<file path="src/hdl/pds_pkg.sv">
// shared constants and controller/datapath interface types for the pll divider search
`default_nettype none

package pds_pkg;

  localparam int OSC_W    = 26;
  localparam int TGT_W    = 30;
  localparam int FREQ_W   = 31;
  localparam int MULT_W   = 7;
  localparam int PREDIV_W = 2;
  localparam int POST_W   = 7;
  localparam int DCLK_W   = 8;
  localparam int VCO_W    = OSC_W + MULT_W;
  localparam int CNT_W    = 6;

  localparam logic [OSC_W-1:0]  OSC_RESET = OSC_W'(24000000);
  localparam logic [MULT_W-1:0] MULT_LO   = MULT_W'(12);
  localparam logic [MULT_W-1:0] MULT_HI   = MULT_W'(99);
  localparam logic [POST_W-1:0] POST_LO   = POST_W'(6);
  localparam logic [POST_W-1:0] POST_HI   = POST_W'(127);
  // one restoring step per quotient bit
  localparam logic [CNT_W-1:0]  DIV_LAST  = CNT_W'(VCO_W - 1);

  typedef struct packed {
    logic start;
    logic mul;
    logic load;
    logic step;
    logic err;
    logic upd;
    logic adv;
    logic out_load;
  } pds_cmd_t;

  typedef struct packed {
    logic div_last;
    logic d_wrap;
    logic last_cand;
    logic exact;
  } pds_sts_t;

endpackage

`default_nettype wire

</file>
<file path="src/hdl/pll_divider_search.sv">
// pll divider search top level: controller and datapath
//
// Finds the PLL multiplier n (12..99), pre-divider m (1..2) and post divider
// d (6..127) whose output floor(floor(osc*n/m)/d) comes closest to twice the
// requested pixel clock; the earliest candidate wins ties, and the search
// ends at the first exact hit.
// Input transaction: in_valid/in_ready with in_target_freq. Result
// transaction: out_valid/out_ready with n, m, d, 2*d and the absolute error.
// Configuration: cfg_valid/cfg_ready with cfg_osc_freq, always ready; write
// only while no search is running.
// Each candidate passes through the load, restoring-divider, error, update
// and step states, most of its time in the divider; a new n/m pair adds a
// multiply state first. A full search covers 21472 candidates, an early exact hit fewer.
// One search runs at a time; in_ready is high only while idle.
// The result sits in an output register, so the next search may start while
// the receiver stalls; a finished search then waits until that register frees.
// Reset (synchronous, active low) returns to idle, drops out_valid and sets
// the oscillator register to 24 MHz.
`default_nettype none

module pll_divider_search
  import pds_pkg::*;
(
  input  wire logic                clk,
  input  wire logic                rst_n,
  input  wire logic                cfg_valid,
  output logic                     cfg_ready,
  input  wire logic [OSC_W-1:0]    cfg_osc_freq,
  input  wire logic                in_valid,
  output logic                     in_ready,
  input  wire logic [TGT_W-1:0]    in_target_freq,
  output logic                     out_valid,
  input  wire logic                out_ready,
  output logic [MULT_W-1:0]        out_pll_mult,
  output logic [PREDIV_W-1:0]      out_pll_prediv,
  output logic [POST_W-1:0]        out_post_div,
  output logic [DCLK_W-1:0]        out_dclk_div_value,
  output logic [FREQ_W-1:0]        out_freq_error
);

  pds_cmd_t cmd;
  pds_sts_t sts;

  assign cfg_ready = 1'b1;

  pds_ctrl u_ctrl (
    .clk       (clk),
    .rst_n     (rst_n),
    .in_valid  (in_valid),
    .in_ready  (in_ready),
    .out_valid (out_valid),
    .out_ready (out_ready),
    .sts       (sts),
    .cmd       (cmd)
  );

  pds_dp u_dp (
    .clk                (clk),
    .rst_n              (rst_n),
    .cfg_we             (cfg_valid && cfg_ready),
    .cfg_osc_freq       (cfg_osc_freq),
    .in_target_freq     (in_target_freq),
    .cmd                (cmd),
    .sts                (sts),
    .out_pll_mult       (out_pll_mult),
    .out_pll_prediv     (out_pll_prediv),
    .out_post_div       (out_post_div),
    .out_dclk_div_value (out_dclk_div_value),
    .out_freq_error     (out_freq_error)
  );

  // an accepted search leaves the block busy, so in_ready drops
  a_busy_after_accept: assert property (@(posedge clk) disable iff (!rst_n)
    in_valid && in_ready |=> !in_ready)
    else $error("input accepted twice in a row");

  a_prediv_legal: assert property (@(posedge clk) disable iff (!rst_n)
    out_valid |-> (out_pll_prediv == 2'd1) || (out_pll_prediv == 2'd2))
    else $error("pre-divider out of range");

  a_dclk_twice_post: assert property (@(posedge clk) disable iff (!rst_n)
    out_valid |-> out_dclk_div_value == {out_post_div, 1'b0})
    else $error("divider register value not twice the post divider");

  a_mult_range: assert property (@(posedge clk) disable iff (!rst_n)
    out_valid |-> (out_pll_mult >= MULT_LO) && (out_pll_mult <= MULT_HI)
      && (out_post_div >= POST_LO))
    else $error("multiplier or post divider out of range");

endmodule

`default_nettype wire

</file>
<file path="src/hdl/pds_dp.sv">
// datapath: oscillator register, candidate counters, multiplier, serial divider, best tracker
`default_nettype none

module pds_dp
  import pds_pkg::*;
(
  input  wire logic                clk,
  input  wire logic                rst_n,
  input  wire logic                cfg_we,
  input  wire logic [OSC_W-1:0]    cfg_osc_freq,
  input  wire logic [TGT_W-1:0]    in_target_freq,
  input  wire pds_cmd_t            cmd,
  output pds_sts_t                 sts,
  output logic [MULT_W-1:0]        out_pll_mult,
  output logic [PREDIV_W-1:0]      out_pll_prediv,
  output logic [POST_W-1:0]        out_post_div,
  output logic [DCLK_W-1:0]        out_dclk_div_value,
  output logic [FREQ_W-1:0]        out_freq_error
);

  logic [OSC_W-1:0]  osc_r;
  logic [FREQ_W-1:0] goal_r;
  logic [MULT_W-1:0] n_r;
  logic              m_r;
  logic [POST_W-1:0] d_r;
  logic [VCO_W-1:0]  vco_r;
  logic [VCO_W-1:0]  div_r;
  logic [POST_W-1:0] rem_r;
  logic [CNT_W-1:0]  cnt_r;
  logic [FREQ_W-1:0] err_r;
  logic              best_vld_r;
  logic [FREQ_W-1:0] min_err_r;
  logic [MULT_W-1:0] best_n_r;
  logic              best_m_r;
  logic [POST_W-1:0] best_d_r;

  logic [VCO_W-1:0]  prod;
  logic [POST_W:0]   trial;
  logic              ge;
  logic [POST_W:0]   trial_sub;
  logic [FREQ_W-1:0] quo;

  // 26x7 product; vco_r takes it halved when the pre-divider is two
  assign prod = VCO_W'(osc_r) * VCO_W'(n_r);

  assign trial     = {rem_r, div_r[VCO_W-1]};
  assign ge        = trial >= {1'b0, d_r};
  assign trial_sub = trial - {1'b0, d_r};
  assign quo       = div_r[FREQ_W-1:0];

  assign sts.div_last  = cnt_r == DIV_LAST;
  assign sts.d_wrap    = d_r == POST_HI;
  assign sts.last_cand = (n_r == MULT_HI) && m_r && (d_r == POST_HI);
  assign sts.exact     = best_vld_r && (min_err_r == '0);

  always_ff @(posedge clk) begin
    if (!rst_n) begin
      osc_r <= OSC_RESET;
    end else if (cfg_we) begin
      osc_r <= cfg_osc_freq;
    end
  end

  always_ff @(posedge clk) begin
    if (!rst_n) begin
      best_vld_r <= 1'b0;
    end else if (cmd.start) begin
      best_vld_r <= 1'b0;
    end else if (cmd.upd) begin
      best_vld_r <= 1'b1;
    end
  end

  always_ff @(posedge clk) begin
    if (cmd.start) begin
      goal_r <= {in_target_freq, 1'b0};
      n_r    <= MULT_LO;
      m_r    <= 1'b0;
      d_r    <= POST_LO;
    end else if (cmd.adv) begin
      if (d_r == POST_HI) begin
        d_r <= POST_LO;
        m_r <= ~m_r;
        if (m_r) begin
          n_r <= n_r + MULT_W'(1);
        end
      end else begin
        d_r <= d_r + POST_W'(1);
      end
    end

    if (cmd.mul) begin
      vco_r <= m_r ? (prod >> 1) : prod;
    end

    if (cmd.load) begin
      div_r <= vco_r;
      rem_r <= '0;
      cnt_r <= '0;
    end else if (cmd.step) begin
      div_r <= {div_r[VCO_W-2:0], ge};
      rem_r <= ge ? trial_sub[POST_W-1:0] : trial[POST_W-1:0];
      cnt_r <= cnt_r + CNT_W'(1);
    end

    // quotient is below 2^31 for every legal divider
    if (cmd.err) begin
      err_r <= (quo >= goal_r) ? (quo - goal_r) : (goal_r - quo);
    end

    if (cmd.upd && (!best_vld_r || (err_r < min_err_r))) begin
      min_err_r <= err_r;
      best_n_r  <= n_r;
      best_m_r  <= m_r;
      best_d_r  <= d_r;
    end

    if (cmd.out_load) begin
      out_pll_mult       <= best_n_r;
      out_pll_prediv     <= {best_m_r, ~best_m_r};
      out_post_div       <= best_d_r;
      out_dclk_div_value <= {best_d_r, 1'b0};
      out_freq_error     <= min_err_r;
    end
  end

endmodule

`default_nettype wire

</file>
<file path="src/hdl/pds_ctrl.sv">
// controller: sequences the candidate search and owns the input and result handshakes
`default_nettype none

module pds_ctrl
  import pds_pkg::*;
(
  input  wire logic     clk,
  input  wire logic     rst_n,
  input  wire logic     in_valid,
  output logic          in_ready,
  output logic          out_valid,
  input  wire logic     out_ready,
  input  wire pds_sts_t sts,
  output pds_cmd_t      cmd
);

  localparam logic [2:0] S_IDLE = 3'd0;
  localparam logic [2:0] S_MUL  = 3'd1;
  localparam logic [2:0] S_LOAD = 3'd2;
  localparam logic [2:0] S_DIV  = 3'd3;
  localparam logic [2:0] S_ERR  = 3'd4;
  localparam logic [2:0] S_UPD  = 3'd5;
  localparam logic [2:0] S_STEP = 3'd6;
  localparam logic [2:0] S_OUT  = 3'd7;

  logic [2:0] state_r;
  logic [2:0] state_nxt;
  logic       out_valid_r;
  logic       out_valid_nxt;

  assign in_ready  = state_r == S_IDLE;
  assign out_valid = out_valid_r;

  always_comb begin
    state_nxt = state_r;
    cmd       = '0;
    unique case (state_r)
      S_IDLE: begin
        if (in_valid) begin
          cmd.start = 1'b1;
          state_nxt = S_MUL;
        end
      end
      S_MUL: begin
        cmd.mul   = 1'b1;
        state_nxt = S_LOAD;
      end
      S_LOAD: begin
        cmd.load  = 1'b1;
        state_nxt = S_DIV;
      end
      S_DIV: begin
        cmd.step = 1'b1;
        if (sts.div_last) begin
          state_nxt = S_ERR;
        end
      end
      S_ERR: begin
        cmd.err   = 1'b1;
        state_nxt = S_UPD;
      end
      S_UPD: begin
        cmd.upd   = 1'b1;
        state_nxt = S_STEP;
      end
      S_STEP: begin
        // stop on an exact hit or after the last candidate
        if (sts.exact || sts.last_cand) begin
          state_nxt = S_OUT;
        end else begin
          cmd.adv   = 1'b1;
          state_nxt = sts.d_wrap ? S_MUL : S_LOAD;
        end
      end
      S_OUT: begin
        if (!out_valid_r || out_ready) begin
          cmd.out_load = 1'b1;
          state_nxt    = S_IDLE;
        end
      end
      default: begin
        state_nxt = S_IDLE;
      end
    endcase
  end

  always_comb begin
    out_valid_nxt = out_valid_r;
    priority if (cmd.out_load) begin
      out_valid_nxt = 1'b1;
    end else if (out_ready) begin
      out_valid_nxt = 1'b0;
    end else begin
      out_valid_nxt = out_valid_r;
    end
  end

  always_ff @(posedge clk) begin
    if (!rst_n) begin
      state_r     <= S_IDLE;
      out_valid_r <= 1'b0;
    end else begin
      state_r     <= state_nxt;
      out_valid_r <= out_valid_nxt;
    end
  end

endmodule

`default_nettype wire

</file>
<file path="config.mk">
export PLATFORM = sky130hd
export DESIGN_NAME = pll_divider_search
export DESIGN_NICKNAME = d
export VERILOG_FILES = /design/src/hdl/pds_pkg.sv /design/src/hdl/pll_divider_search.sv /design/src/hdl/pds_dp.sv /design/src/hdl/pds_ctrl.sv
export SDC_FILE = /design/constraint.sdc
export NUM_CORES = 1
export LEC_CHECK = 0
export BUFFER_PORTS_ARGS = -buffer_cell sky130_fd_sc_hd__buf_2
export CORE_MARGIN = 3
export CORE_UTILIZATION = 50
export CTS_BUF_LIST = sky130_fd_sc_hd__clkbuf_4
export DETAILED_ROUTE_END_ITERATION = 10
export PLACE_DENSITY = 0.77
export SKIP_LAST_GASP = 1
export SLEW_MARGIN = 25
export SYNTH_ARGS = -nofsm -noshare
export SYNTH_HDL_FRONTEND = slang
export SYNTH_SLANG_ARGS = --single-unit
</file>
<file path="constraint.sdc">
create_clock -name clk -period 7.9 [get_ports clk]
set_input_delay 1.58 -clock clk [delete_from_list [all_inputs] [get_ports clk]]
set_output_delay 1.58 -clock clk [all_outputs]
set_load 0.01 [all_outputs]
</file>
* After elaboration in Yosys (flattened, before gate mapping)
Index checks and enable logic that the tools add are counted.
W data, S select, Z words.
** Operators by class
- $mul :: 1
- Bitwise operators :: 3
- Muxes and demuxes :: 25
- Order comparisons :: 3
- Equality and inequality tests :: 13
- Add/sub/neg operators :: 6
- Reduce and logical (&&, ||, !) cells :: 17
** Operator list (count)
- $mux W33 :: 2
- $sub A31 B31 Y31 :: 2
- $mul A26 B7 Y33 :: 1
- $mux W32 :: 1
- $ge A31 B31 Y1 :: 1
- $logic_not A31 Y1 :: 1
- $lt A31 B31 Y1 :: 1
- $mux W31 :: 1
- $pmux W3 S8 :: 1
- $add A7 B1 Y7 const B :: 2
- $eq A7 B7 Y1 const B :: 2
- $mux W7 :: 2
- $mux W1 :: 13
- $eq A3 B3 Y1 const B :: 4
- $mux W3 :: 4
- $ge A8 B7 Y1 :: 1
- $sub A7 B7 Y7 :: 1
- $add A6 B1 Y6 const B :: 1
- $eq A3 B2 Y1 const B :: 2
- $eq A6 B6 Y1 const B :: 1
- $reduce_and A3 Y1 :: 2
- $logic_and A1 B1 Y1 :: 4
- $ne A2 B2 Y1 const B :: 2
- $reduce_bool A2 Y1 :: 2
- 9 further kinds :: 14
** Storage, ports and cells
- Output and inout port bits :: 58
- Logic and storage cells :: 90
- Bits of input ports :: 61
- Bits in registers :: 279

* Logic depth before layout (Yosys ltp)
- Depth in word-level cells :: 7
- Depth in mapped cells :: 21
- Depth with buffers taken out :: 19

* Hierarchy
From an unflattened synthesis, not the netlist that was laid out.
** Second synthesis, totals
- Cell total of the unflattened synthesis :: 1955
- Area, all modules :: 20153.1 um2
** Modules (own cells, without submodules)
- pds_dp :: times used 1, area an instance 19815.3 um2, seq. area each 7707.4 um2, cells an instance 1914
- pds_ctrl :: times used 1, area an instance 326.6 um2, seq. area each 80.1 um2, cells an instance 39
- pll_divider_search :: times used 1, area an instance 11.3 um2, seq. area each 0.0 um2, cells an instance 2

* Worst setup path after synthesis
OpenSTA, ideal clock, no wires.
- Path type :: reg-to-reg
- Start point :: reg u_dp.min_err_r[24]
- End point :: reg u_dp.best_d_r[0] (enable)
- Library setup time :: 513 ps
- Slack :: 2315 ps
- Data arrival time :: 5072 ps
- Cell stages (with the launch flop) :: 12
- Cell sequence :: edfxtp_1 -> inv_1 -> ha_1 -> a21o_1 -> a21o_1 -> a21o_1 -> a21o_1 -> a21oi_1 -> o22ai_1 -> a211oi_1 -> nand2_1 -> o21ai_0
** On the way
- Word-level cells in the longest chain between the ends :: 3
** Ends and longest elaborated chain
- from (decl) :: RTL line pds_dp.sv:32 : logic [FREQ_W-1:0] min_err_r;
- from (signal assigned) :: RTL line pds_dp.sv:112 : min_err_r <= err_r;
- $lt A31 B31 Y1 :: RTL line pds_dp.sv:111 : if (cmd.upd && (!best_vld_r || (err_r < min_err_r))) begin
- $logic_or A1 B1 Y1 :: RTL line pds_dp.sv:111
- $logic_and A1 B1 Y1 :: RTL line pds_dp.sv:111
- to (signal assigned) :: RTL line pds_dp.sv:115 : best_d_r <= d_r;
- to (decl) :: RTL line pds_dp.sv:35 : logic [POST_W-1:0] best_d_r;
Every way passes these cells.
A chain may end at the register's enable or synchronous reset.

* Worst setup path in the final report
- Start point :: reg u_dp.n_r[5]
- End point :: reg u_dp.vco_r[28] (data pin)
** On the way
- Word-level cells in the longest chain between the ends :: 2
** Ends and longest elaborated chain
- from (decl) :: RTL line pds_dp.sv:23 : logic [MULT_W-1:0] n_r;
- from (signal assigned) :: RTL line pds_dp.sv:85 : n_r <= n_r + MULT_W'(1);
- $mul A26 B7 Y33 :: RTL line pds_dp.sv:44 : assign prod = VCO_W'(osc_r) * VCO_W'(n_r);
- $mux W32 :: RTL line pds_dp.sv:93 : vco_r <= m_r ? (prod >> 1) : prod;
- to (signal assigned) :: RTL line pds_dp.sv:93
- to (decl) :: RTL line pds_dp.sv:26 : logic [VCO_W-1:0] vco_r;
Every way passes these cells.

==> summary.md <==
| Metric | Value |
|---|---|
| Worst skew pair latency | `0.73 ns` |
| HP Class | `reg -> reg` |
| Residual DRC | `0` |
| Share of post-route cells with drive strength above 1 | `0.1318` |
| CP endpoint | `u_dp.vco_r[28]$_DFFE_PP_` |
| Max Freq | `161.4 MHz` |
| Crit share post-route | `0.7842` |
| Post-synth top cells | `inv_1, edfxtp_1, nand2_1` |
| Finished Layout Cells | `2644` |
| Post-synth ARST share | `0` |
| Die Y | `205.2 um` |
| Ys flop type | `edfxtp_1` |
| Crit-path max FO | `30` |
| Post-DP HPWL | `32930 um` |
| Headroom to the max-slew limit | `0.3451` |
| Post-Syn Nets | `2288` |
| Resized cells post-CTS | `0` |
| Max-cap violations | `0` |
| Clock-pin slew on the worst setup and hold paths | `0.06 ns` |
| Yosys reg bits | `279` |
| Reg2reg path depth | `17` |
| Clock Skews | `0.06057 ns` |
| Sum Neg Setup Slack | `0 ns` |
| Worst reg2reg setup slack | `1.70 ns` |
| Routability cong. | `0.9590` |
| Largest net degree at the start of global routing | `71` |
| Max-slew violations | `0` |
| DR vias | `14249` |
| # Post-CTS Setup Buffers | `0` |
| CTS tree | `done` |
| Initial Util | `0.5096` |
| # IOs | `119` |
| CTS buffer count | `73` |
| Rows | `72` |
| Routed Antenna Nets | `0` |
| Die Area | `42090 um2` |
| Post-Syn Area | `19830 um2` |
| Total core area | `38920 um2` |
| Ys Warns | `0` |
| DRT Wirelength | `42820 um` |
| Power per Cell Area | `185.3 nW/um2` |
| CP Data Required Time | `8.34 ns` |
| Post-layout nets | `2404` |
| Top-count cell post-synth | `inv_1` |
| H-tree Lvls | `3` |
| First-pass GRT wire length | `71760 um` |
| WL per Instance | `16.20 um` |
| Max Root-Sink Buffers | `3` |
| Crit path arrival time | `6.64 ns` |
| Initial antenna violation count | `2` |
| Critical path type | `reg -> reg` |
| Final Hold Slack | `0.4175 ns` |
| RSZ-0062 raised after global routing | `no` |
| Launching point of the worst reg2reg path | `u_dp.n_r[5]$_SDFFE_PP0P_` |
| R2r endpoint | `u_dp.vco_r[28]$_DFFE_PP_` |
| Die width | `205.2 um` |
| Final Hold Vio Count | `0` |
| Post-synth EDFFs | `220` |
| Post-synthesis sequential area ratio | `0.3927` |
| Worst Setup End Kind | `flop` |
| Layout area overhead | `10.09%` |
| Vias in the first global route | `14735` |
| Yosys top cell area share | `0.3331` |
| Final setup violating endpoints | `0` |
| Post-CTS Hold Buffers | `0` |
| Mean Syn Cell Area | `10.15 um2` |
| GRT Util Overall | `0.2108` |
| Vias/cell | `5.389` |
| Min cycle time layout | `6.196 ns` |
| Nature of the critical path startpoint | `flop` |
| Slew of the pin with the lowest slew margin | `0.9810 ns` |
| Outcome | `completed` |
| Leak | `9.785 nW` |
| Synth top area cells | `edfxtp_1, fa_1, ha_1` |
| Total global routing overflow | `0` |
| Worst vdd ir | `0.09414 mV` |
| Port Buffers | `116` |
| Dpl cells | `2512` |
| Sinks on Clock Net | `279` |
| CTS root buf | `clkbuf_4` |
| Synth cell types | `72` |
| CP Launch Point | `u_dp.n_r[5]$_SDFFE_PP0P_` |
| DR iter-0 viols | `854` |
| Largest area contributor in the netlist | `edfxtp_1` |
| Syn Inst Count | `1953` |
| Detailed Routing Iterations Pass 1 | `5` |
==> critical path: stages (launching register included) <==
cell and delay [ns]:
dfxtp_1 0.96, and2_1 0.26, fa_1 0.45, fa_1 0.52
fa_1 0.55, inv_1 0.06, fa_1 0.53, inv_1 0.04
ha_1 0.40, and3_1 0.26, and2_1 0.16, a221oi_1 0.46
nor2_1 0.11, a311o_1 0.38, a41o_1 0.26, a21oi_2 0.14
xnor2_1 0.09, mux2_2 0.27
==> how the worst min path moves through the flow <==
stage	slack, ns	startpoint	cells past startpoint	to
2_1_floorplan	0.40	u_dp.best_n_r[0]$_DFFE_PP_	0	u_dp.out_pll_mult[0]$_DFFE_PP_
3_3_place_gp	0.40	u_dp.best_d_r[5]$_DFFE_PP_	0	u_dp.out_post_div[5]$_DFFE_PP_
3_5_place_dp	0.41	u_dp.best_d_r[2]$_DFFE_PP_	0	u_dp.out_post_div[2]$_DFFE_PP_
4_1_cts	0.42	u_dp.best_d_r[3]$_DFFE_PP_	0	u_dp.out_post_div[3]$_DFFE_PP_
5_1_grt	0.42	u_dp.err_r[14]$_DFFE_PP_	0	u_dp.min_err_r[14]$_DFFE_PP_
6_report	0.42	u_dp.best_d_r[3]$_DFFE_PP_	0	u_dp.out_post_div[3]$_DFFE_PP_
==> placed cells by master (no fill, tap or decap), types with 12 or more instances in the layout <==
| cell type | synthesis | layout |
|---|---|---|
| a211oi_1 | 14 | 14 |
| a21o_1 | 37 | 37 |
| a21oi_1 | 110 | 110 |
| a31oi_1 | 14 | 14 |
| and2_1 | 135 | 135 |
| and3_1 | 14 | 13 |
| buf_2 | 13 | 116 |
| clkbuf_4 | 0 | 111 |
| clkinv_1 | 1 | 12 |
| dfxtp_1 | 59 | 58 |
| edfxtp_1 | 220 | 220 |
| fa_1 | 122 | 122 |
| ha_1 | 152 | 152 |
| inv_1 | 237 | 237 |
| mux2_2 | 17 | 17 |
| mux2i_1 | 41 | 41 |
| nand2_1 | 187 | 187 |
| nand3_1 | 31 | 31 |
| nand4_1 | 23 | 23 |
| nor2_1 | 76 | 75 |
| nor2b_1 | 31 | 29 |
| nor3_1 | 27 | 27 |
| nor4_1 | 14 | 14 |
| o211ai_1 | 16 | 16 |
| o21ai_0 | 93 | 92 |
| o21ai_1 | 13 | 13 |
| o21bai_1 | 12 | 12 |
| xnor2_1 | 38 | 38 |
| xor2_1 | 33 | 33 |
==> cell type report <==
class	count	area, um2
clock buffer	111	833.3
fill	3411	17080
multi-input combinational	1348	10790
antenna	2	5.005
timing repair buffer	127	663.1
tap	518	648.1
sequential	279	7789
inverter	240	900.9
clock inverter	19	206.4
==> power breakdown <==
part	internal, W	leakage [nW]	switching, W
clock	0.000803	0.610	0.000569
sequential	0.00169	2.51	0.0000604
combinational	0.000373	6.67	0.000551
==> registers in the layout (all words and copies together), names as in the netlist, 3 cells and up <==
| signal | count |
|---|---|
| u_dp.div_r | 33 |
| u_dp.vco_r | 33 |
| u_dp.err_r | 31 |
| u_dp.min_err_r | 31 |
| u_dp.out_freq_error | 31 |
| u_dp.goal_r | 30 |
| u_dp.osc_r | 26 |
| u_dp.best_d_r | 7 |
| u_dp.best_n_r | 7 |
| u_dp.d_r | 7 |
| u_dp.n_r | 7 |
| u_dp.out_pll_mult | 7 |
| u_dp.out_post_div | 7 |
| u_dp.rem_r | 7 |
| u_dp.cnt_r | 6 |
| u_ctrl.state_r | 3 |
==> cells by family (layout without fill, tap and decap cells) <==
logic type | after synthesis | after routing | share of synthesized area
other | 2 | 4 | 0.0003787
buffers and inverters | 326 | 497 | 0.06479
flip-flops | 279 | 279 | 0.3927
multiplexers | 59 | 59 | 0.03091
adder cells (fa/ha/maj) | 274 | 274 | 0.2191
XOR/XNOR | 71 | 71 | 0.03136
AND/OR/NAND/NOR | 571 | 571 | 0.1449
AO/OA/AOI/OAI | 371 | 371 | 0.1160
==> through the flow <==
stage	power (W)	setup slack, ns	area [um2]	util
finish	0.004045	1.705	21830	0.5610
global route	0.004313	1.318	21830	0.5610
CTS	0.004095	1.676	21820	0.5608
detailed placement	0.002696	1.762	20780	0.5340
global placement	0.002672	1.869	20780	0.5340
floorplan	0.002476	2.315	19830	-
==> per-layer routing <==
| metal | vias to the layer above | global-route usage | wire (um) | part of all wire |
|---|---|---|---|---|
| li1 | 6964 | - | - | - |
| met1 | 6813 | 0.2682 | 18740 | 0.44 |
| met4 | 2 | 0.08787 | 1382 | 0.032 |
| met3 | 97 | 0.03893 | 2091 | 0.049 |
| met2 | 373 | 0.3547 | 20590 | 0.48 |
| met5 | - | 0 | 18 | 0.00042 |
(Power assumes the default switching activity.)
